==> src/rtl/core/sfd_pkg.sv <==
// Shared types for the signed fractional divider.
// Used by every module under rtl/core; depends on nothing.
`default_nettype none

package sfd_pkg;

    // Per-word control flags carried alongside the datapath through the cell row.
    typedef struct packed {
        logic negate;      // operand signs differ
        logic div_zero;    // divisor was zero
        logic force_zero;  // divisor was the most negative value
    } t_flags;

endpackage

`default_nettype wire

==> src/rtl/core/signed_fractional_divide.sv <==
// Top level of the signed Q(W-1) fractional divider: front stage, a row of
// 2W-1 division cells and an output stage. Depends on sfd_pkg, sfd_front,
// sfd_cell and sfd_back.
//
//  channel | dir | tdata (low bit up)                   | tuser
//  --------+-----+--------------------------------------+---------------
//  s       | in  | numerator[W-1:0], denominator[W-1:0] | -
//  m       | out | ratio[W-1:0]                         | divide_by_zero
//
// One word accepted per cycle while s_tready is high; each word passes through
// one front stage, one cell per dividend bit (the W numerator magnitude bits
// from the top down, then W-1 zero bits), and one output stage.
// Reset clears only the valid bits of the stages.
// Each stage holds its word until the next stage has room, so a stall on the
// m side fills the row stage by stage before s stops accepting.
`default_nettype none

module signed_fractional_divide #(
    parameter int WORD_BITS = 16
) (
    input  wire logic                                  i_clk,
    input  wire logic                                  i_rst_n,
    input  wire logic                                  i_s_tvalid,
    output logic                                       o_s_tready,
    // numerator, denominator
    input  wire logic [((2*WORD_BITS+7)/8)*8-1:0]      i_s_tdata,
    output logic                                       o_m_tvalid,
    input  wire logic                                  i_m_tready,
    // ratio
    output logic [((WORD_BITS+7)/8)*8-1:0]             o_m_tdata,
    // divide_by_zero
    output logic                                       o_m_tuser
);

    localparam int OUT_BITS = ((WORD_BITS+7)/8)*8;
    localparam int NCELLS   = 2*WORD_BITS-1;

    logic                 c_valid [NCELLS+1];
    logic                 c_ready [NCELLS+2];
    logic [WORD_BITS-2:0] c_rem   [NCELLS+1];
    logic [WORD_BITS-1:0] c_dvd   [NCELLS+1];
    logic [WORD_BITS-1:0] c_quo   [NCELLS+1];
    logic [WORD_BITS-2:0] c_div   [NCELLS+1];
    sfd_pkg::t_flags      c_flags [NCELLS+1];
    logic [WORD_BITS-1:0] ratio;

    assign c_rem[0] = '0;
    assign c_quo[0] = '0;

    sfd_front #(.WORD_BITS(WORD_BITS)) u_front (
        .i_clk   (i_clk),
        .i_rst_n (i_rst_n),
        .i_valid (i_s_tvalid),
        .o_ready (o_s_tready),
        .i_num   (i_s_tdata[WORD_BITS-1:0]),
        .i_den   (i_s_tdata[2*WORD_BITS-1:WORD_BITS]),
        .o_valid (c_valid[0]),
        .i_ready (c_ready[1]),
        .o_dvd   (c_dvd[0]),
        .o_div   (c_div[0]),
        .o_flags (c_flags[0])
    );

    for (genvar k = 1; k <= NCELLS; k++) begin : g_cell
        sfd_cell #(.WORD_BITS(WORD_BITS)) u_cell (
            .i_clk   (i_clk),
            .i_rst_n (i_rst_n),
            .i_valid (c_valid[k-1]),
            .o_ready (c_ready[k]),
            .i_rem   (c_rem[k-1]),
            .i_dvd   (c_dvd[k-1]),
            .i_quo   (c_quo[k-1]),
            .i_div   (c_div[k-1]),
            .i_flags (c_flags[k-1]),
            .o_valid (c_valid[k]),
            .i_ready (c_ready[k+1]),
            .o_rem   (c_rem[k]),
            .o_dvd   (c_dvd[k]),
            .o_quo   (c_quo[k]),
            .o_div   (c_div[k]),
            .o_flags (c_flags[k])
        );
    end

    // final remainder and leftover dividend bits are not needed
    sfd_back #(.WORD_BITS(WORD_BITS)) u_back (
        .i_clk      (i_clk),
        .i_rst_n    (i_rst_n),
        .i_valid    (c_valid[NCELLS]),
        .o_ready    (c_ready[NCELLS+1]),
        .i_quo      (c_quo[NCELLS]),
        .i_flags    (c_flags[NCELLS]),
        .o_valid    (o_m_tvalid),
        .i_ready    (i_m_tready),
        .o_ratio    (ratio),
        .o_div_zero (o_m_tuser)
    );

    assign o_m_tdata = OUT_BITS'(ratio);

    // zero divisor always yields a zero ratio
    a_dz_zero: assert property (@(posedge i_clk) disable iff (!i_rst_n)
        o_m_tvalid && o_m_tuser |-> ratio == '0)
        else $error("divide_by_zero word with nonzero ratio");

    // input side stalls only when the front stage is full and blocked
    a_front_stall: assert property (@(posedge i_clk) disable iff (!i_rst_n)
        !o_s_tready |-> c_valid[0] && !c_ready[1])
        else $error("input stalled with room in front stage");

    // a new output word can only come from a full last cell
    a_out_source: assert property (@(posedge i_clk) disable iff (!i_rst_n)
        $rose(o_m_tvalid) |-> $past(c_valid[NCELLS]))
        else $error("output valid without a word in the last cell");

    // a word in the last cell moves on whenever the output stage is free
    a_last_moves: assert property (@(posedge i_clk) disable iff (!i_rst_n)
        c_valid[NCELLS] && !o_m_tvalid |=> o_m_tvalid)
        else $error("last cell word did not enter free output stage");

endmodule

`default_nettype wire

==> src/rtl/core/sfd_front.sv <==
// Input stage of the divider: sign split, magnitudes and special-case flags.
// Depends on sfd_pkg.
`default_nettype none

module sfd_front #(
    parameter int WORD_BITS = 16
) (
    input  wire logic                 i_clk,
    input  wire logic                 i_rst_n,
    input  wire logic                 i_valid,
    output logic                      o_ready,
    input  wire logic [WORD_BITS-1:0] i_num,
    input  wire logic [WORD_BITS-1:0] i_den,
    output logic                      o_valid,
    input  wire logic                 i_ready,
    output logic [WORD_BITS-1:0]      o_dvd,
    output logic [WORD_BITS-2:0]      o_div,
    output sfd_pkg::t_flags           o_flags
);

    logic                 r_valid;
    logic [WORD_BITS-1:0] r_dvd;
    logic [WORD_BITS-2:0] r_div;
    sfd_pkg::t_flags      r_flags;

    logic [WORD_BITS-1:0] n_dvd;
    logic [WORD_BITS-1:0] n_den_mag;
    sfd_pkg::t_flags      n_flags;

    assign o_ready = !r_valid || i_ready;

    always_comb begin
        // most negative numerator maps to 2^(W-1), which still fits unsigned
        n_dvd     = i_num[WORD_BITS-1] ? (~i_num + 1'b1) : i_num;
        n_den_mag = i_den[WORD_BITS-1] ? (~i_den + 1'b1) : i_den;
        n_flags.negate     = i_num[WORD_BITS-1] ^ i_den[WORD_BITS-1];
        n_flags.div_zero   = (i_den == '0);
        n_flags.force_zero = (i_den == {1'b1, {(WORD_BITS-1){1'b0}}});
    end

    always_ff @(posedge i_clk) begin
        if (!i_rst_n) begin
            r_valid <= 1'b0;
        end else if (o_ready) begin
            r_valid <= i_valid;
        end
    end

    always_ff @(posedge i_clk) begin
        if (o_ready && i_valid) begin
            r_dvd   <= n_dvd;
            r_div   <= n_den_mag[WORD_BITS-2:0];
            r_flags <= n_flags;
        end
    end

    assign o_valid = r_valid;
    assign o_dvd   = r_dvd;
    assign o_div   = r_div;
    assign o_flags = r_flags;

endmodule

`default_nettype wire

==> src/rtl/core/sfd_cell.sv <==
// One restoring-division cell: brings in one dividend bit, does a trial
// subtract and emits one quotient bit. Depends on sfd_pkg.
`default_nettype none

module sfd_cell #(
    parameter int WORD_BITS = 16
) (
    input  wire logic                 i_clk,
    input  wire logic                 i_rst_n,
    input  wire logic                 i_valid,
    output logic                      o_ready,
    input  wire logic [WORD_BITS-2:0] i_rem,
    input  wire logic [WORD_BITS-1:0] i_dvd,
    input  wire logic [WORD_BITS-1:0] i_quo,
    input  wire logic [WORD_BITS-2:0] i_div,
    input  wire sfd_pkg::t_flags      i_flags,
    output logic                      o_valid,
    input  wire logic                 i_ready,
    output logic [WORD_BITS-2:0]      o_rem,
    output logic [WORD_BITS-1:0]      o_dvd,
    output logic [WORD_BITS-1:0]      o_quo,
    output logic [WORD_BITS-2:0]      o_div,
    output sfd_pkg::t_flags           o_flags
);

    logic                 r_valid;
    logic [WORD_BITS-2:0] r_rem;
    logic [WORD_BITS-1:0] r_dvd;
    logic [WORD_BITS-1:0] r_quo;
    logic [WORD_BITS-2:0] r_div;
    sfd_pkg::t_flags      r_flags;

    logic [WORD_BITS-1:0] trial;
    logic [WORD_BITS-1:0] div_ext;
    logic [WORD_BITS-1:0] diff;
    logic                 ge;
    logic [WORD_BITS-2:0] n_rem;

    assign o_ready = !r_valid || i_ready;

    always_comb begin
        trial   = {i_rem, i_dvd[WORD_BITS-1]};
        div_ext = {1'b0, i_div};
        diff    = trial - div_ext;
        ge      = (trial >= div_ext);
        // remainder stays below the divisor, so it fits in W-1 bits
        n_rem   = ge ? diff[WORD_BITS-2:0] : trial[WORD_BITS-2:0];
    end

    always_ff @(posedge i_clk) begin
        if (!i_rst_n) begin
            r_valid <= 1'b0;
        end else if (o_ready) begin
            r_valid <= i_valid;
        end
    end

    always_ff @(posedge i_clk) begin
        if (o_ready && i_valid) begin
            r_rem   <= n_rem;
            r_dvd   <= {i_dvd[WORD_BITS-2:0], 1'b0};
            r_quo   <= {i_quo[WORD_BITS-2:0], ge};
            r_div   <= i_div;
            r_flags <= i_flags;
        end
    end

    assign o_valid = r_valid;
    assign o_rem   = r_rem;
    assign o_dvd   = r_dvd;
    assign o_quo   = r_quo;
    assign o_div   = r_div;
    assign o_flags = r_flags;

endmodule

`default_nettype wire

==> src/rtl/core/sfd_back.sv <==
// Output stage: applies the sign and special cases, holds the result word.
// Depends on sfd_pkg.
`default_nettype none

module sfd_back #(
    parameter int WORD_BITS = 16
) (
    input  wire logic                 i_clk,
    input  wire logic                 i_rst_n,
    input  wire logic                 i_valid,
    output logic                      o_ready,
    input  wire logic [WORD_BITS-1:0] i_quo,
    input  wire sfd_pkg::t_flags      i_flags,
    output logic                      o_valid,
    input  wire logic                 i_ready,
    output logic [WORD_BITS-1:0]      o_ratio,
    output logic                      o_div_zero
);

    logic                 r_valid;
    logic [WORD_BITS-1:0] r_ratio;
    logic                 r_div_zero;
    logic [WORD_BITS-1:0] n_ratio;

    assign o_ready = !r_valid || i_ready;

    always_comb begin
        if (i_flags.div_zero || i_flags.force_zero) begin
            n_ratio = '0;
        end else if (i_flags.negate) begin
            n_ratio = ~i_quo + 1'b1;
        end else begin
            n_ratio = i_quo;
        end
    end

    always_ff @(posedge i_clk) begin
        if (!i_rst_n) begin
            r_valid <= 1'b0;
        end else if (o_ready) begin
            r_valid <= i_valid;
        end
    end

    always_ff @(posedge i_clk) begin
        if (o_ready && i_valid) begin
            r_ratio    <= n_ratio;
            r_div_zero <= i_flags.div_zero;
        end
    end

    assign o_valid    = r_valid;
    assign o_ratio    = r_ratio;
    assign o_div_zero = r_div_zero;

endmodule

`default_nettype wire
==> config.mk <==
export PLATFORM = sky130hd
export DESIGN_NAME = signed_fractional_divide
export DESIGN_NICKNAME = d
export VERILOG_FILES = /design/src/rtl/core/sfd_pkg.sv /design/src/rtl/core/signed_fractional_divide.sv /design/src/rtl/core/sfd_front.sv /design/src/rtl/core/sfd_cell.sv /design/src/rtl/core/sfd_back.sv
export SDC_FILE = /design/constraint.sdc
export NUM_CORES = 2
export LEC_CHECK = 0
export ABC_AREA = 1
export ABC_CLOCK_PERIOD_IN_PS = 6550
export BUFFER_PORTS_ARGS = -buffer_cell sky130_fd_sc_hd__buf_2
export CAP_MARGIN = 20
export CORE_MARGIN = 8
export CORE_UTILIZATION = 60
export CTS_CLUSTER_DIAMETER = 30
export DETAILED_ROUTE_END_ITERATION = 12
export GPL_ROUTABILITY_DRIVEN = 0
export PLACE_DENSITY = 0.76
export SLEW_MARGIN = 40
export SYNTH_ARGS = -nofsm -noshare
export SYNTH_HDL_FRONTEND = slang
export SYNTH_SLANG_ARGS = --single-unit
export TNS_END_PERCENT = 30
==> constraint.sdc <==
create_clock -name i_clk -period 6.55 [get_ports i_clk]
set_input_delay 0.9825 -clock i_clk [delete_from_list [all_inputs] [get_ports i_clk]]
set_output_delay 0.9825 -clock i_clk [all_outputs]
set_load 0.02 [all_outputs]
==> impl_results.md <==
- I/O Buffers: 54
- Placement Cell Area: 66600 um2
- Post-CTS Hold Buffers: 0
- Hold wc startpoint: i_s_tdata[16]
- Post-Synth XOR/XNOR Area: 4.811%
- Root Driver: clkbuf_16
- Drt first pass iters: 6
- Post-synthesis compound-gate area fraction: 8.550%
- Hold depth: 1
- Clock Sinks: 1333
- Grt ovf: 0
- # diodes: 0
- CP Max Fanout: 5
- Largest family of logic cells by synthesized area: adder cells
- CP endpoint kind: output pin
- Slew headroom: 49.14%
- Setup TNS: 0 ns
- Worst EP arrival: 4.00 ns
- Min Tclk post-route: 4.982 ns
- Hold Path Sink: u_front.o_div[0]$_DFFE_PP_
- Outcome: finished, final reports clean
- Highest clock rate: 200.7 MHz
- Top FF cell, synth: edfxtp_1
- Post-Synth Simple-Gate Area: 9.587%
- Total wire length: 124.2 mm
- Die H: 343.7 um
- Die footprint: 118200 um2
- # IOs: 55
- Critical R2R Launch: g_cell[6].u_cell.o_dvd[15]$_DFFE_PP_
- Yosys warning total: 0
- Vias in the first global route: 42410
- Avg WL per Cell: 16.68 um
- Final setup fails: 0
- Area growth syn-to-layout: 16.40%
- Skew-Pair Late Insertion Delay: 0.82 ns
- First-pass GRT wire length: 204.2 mm
- Number of synthesized flops with an enable pin: 1300
- DR iter-0 viols: 2678
- Worst r2r path cells: 19
- Mapped Avg Cell Area: 11.52 um2
- Initial antenna violation count: 4
- Vias per inst: 5.495
- Chip width: 343.7 um
- Worst VDD drop: 304.4 uV
- Slew Viols, Final: 0
- Startpoint Class: flip-flop
- Post-Synthesis Cell Area: 64450 um2
- Beginning of the critical path: u_back.o_valid$_SDFFE_PN0P_
- Syn nets: 6113
- Synth Register Bits: 1333
- Async SR Flop Fraction: 0%
- Power Density: 296.8 nW/um2
- WS Path Type: reg2out
- FF-to-FF End: g_cell[7].u_cell.o_rem[9]$_DFFE_PP_
- Gr usage total: 21.12%
- Area of the core: 106800 um2
- Worst-path clk slew: 0.05 ns
- WP data required: 5.57 ns
- R2r setup slk: 2.52 ns
- Postcts setup bufs: 0
- Synth Area in Adders: 9.715%
- Via count: 40910
- Final cycle utilization of the critical path: 76.06%
- Leakage: 30.38 nW
- Final nets: 6352
- Synth unique cells: 47
- Core Rows: 120
- Mux contribution to synthesized area: 0%
- Worst hold path type: in2reg
- Max-cap viol count: 0
- DRC violations left: 0
- Post-cts resize count: 0
- Design area: 75020 um2
- Sequential share of the synthesized area: 61.60%
- Cell count after synthesis: 5594
- Initial Utilization: 60.37%
- Layout cells sized above 1: 9.616%
- Max Root-Sink Buffers: 3
- Largest net degree at the start of global routing: 49
- RSZ-0062 raised after global routing: false
- Final hold vios: 0
- DP HPWL: 84.68 mm
- Setup Skew: 0.07435 ns
- CTS Buf Count: 240
- Final ANT Viol Nets: 0
- CTS tree: done
- Least-Margin Pin Slew: 0.7620 ns
- H-Tree Depth: 4
-- stage by stage --
step	worst slack [ns]	power (mW)	util [%]	hold slack, ns	cells
2_1_floorplan	1.737	9.809	-	0.4003	5594
6_report	1.568	22.26	70.27	0.3839	7445
3_5_place_dp	1.667	9.914	62.39	0.4045	6994
4_1_cts	1.497	22.40	70.24	0.3347	7445
5_1_grt	1.335	22.84	70.27	0.3648	7445
3_3_place_gp	1.729	9.893	62.18	0.4022	6983
-- layout by cell type (no fill, tap or decap), types with 51 or more instances in the layout --
master / n
edfxtp_1: 1300
o21ai_0: 112
xor2_1: 215
nor3_1: 72
nand3_1: 72
nand2_1: 524
xnor2_1: 139
buf_2: 54
clkbuf_16: 243
o21a_1: 51
inv_1: 869
nor2_1: 662
a21oi_1: 633
ha_1: 454
-- worst max path at each step --
stage,end,slack [ns],cells past startpoint
global placement,o_s_tready,1.73,20
CTS,o_s_tready,1.50,18
global route,o_s_tready,1.33,18
floorplan,g_cell[1].u_cell.o_div[0]$_DFFE_PP_,1.74,18
detailed placement,o_s_tready,1.67,20
finish,o_s_tready,1.57,18
-- logic make-up after synthesis --
group	count (synthesis)
simple gates	1479
compound gates	980
buf+inv	965
xor+xnor	354
fa+ha+maj	483
flops	1333
-- flip-flops by register name, summed over array words and instances (netlist names), 3 cells and up --
signal,flops
g_cell.u_cell.o_div,450
g_cell.u_cell.o_rem,450
g_cell.u_cell.o_quo,136
g_cell.u_cell.o_dvd,120
g_cell.u_cell.o_flags,93
g_cell.u_cell.o_valid,31
u_back.o_ratio,16
u_front.o_dvd,16
u_front.o_div,15
u_front.o_flags,3
-- synth_stat cells (31+ instances only) --
cell	number	area (um2)
o21a_1	51	382.9
edfxtp_1	1300	39040
xnor2_1	139	1217
a211oi_1	36	270.3
ha_1	454	5680
xor2_1	215	1883
nor2_1	674	2530
dfxtp_1	33	660.6
nor3_1	72	360.4
nand2_1	551	2068
nand3_1	73	365.4
buf_2	58	290.3
o21ai_0	112	560.5
a21oi_1	637	3188
inv_1	871	3269
o21bai_1	31	232.7
clkbuf_1	32	120.1
-- worst max-delay path: stages, from the launching register on --
cell and delay, ns:
dfxtp_1 0.40, nand3_2 0.24, nor2_4 0.19, nand4_4 0.12, nor2_4 0.16, nand4_4 0.12, nor2_4 0.13, nand4_4 0.11
nor2_4 0.13, nand4_4 0.11, nor2_4 0.13, nand4_4 0.11, nor2_4 0.19, nand4_4 0.13, nor2_4 0.23, nand4_4 0.16
nor2_4 0.23, nand3_2 0.13, buf_2 0.19
-- cell type report --
| cell class | instances | area, um2 |
|---|---|---|
| clock inverter | 184 | 2192 |
| multi-input combinational | 3296 | 21270 |
| sequential | 1333 | 39700 |
| fill | 6799 | 31740 |
| timing repair buffer | 89 | 633.1 |
| clock buffer | 267 | 6191 |
| inverter | 873 | 3279 |
| tap | 1403 | 1755 |
-- power by group --
group          switching (mW)  internal, mW
combinational           0.221         0.136
clock                    4.40          8.09
sequential             0.0469          9.36
-- layer usage --
| layer | vias up | routed length (um) | global-route usage [%] |
|---|---|---|---|
| li1 | 19860 | - | - |
| met2 | 1072 | 65530 | 38.82 |
| met4 | 0 | 4220 | 8.709 |
| met1 | 19630 | 48150 | 23.89 |
| met5 | - | 0 | 0 |
| met3 | 356 | 6256 | 4.201 |
Power figures use the tool's default switching activity.
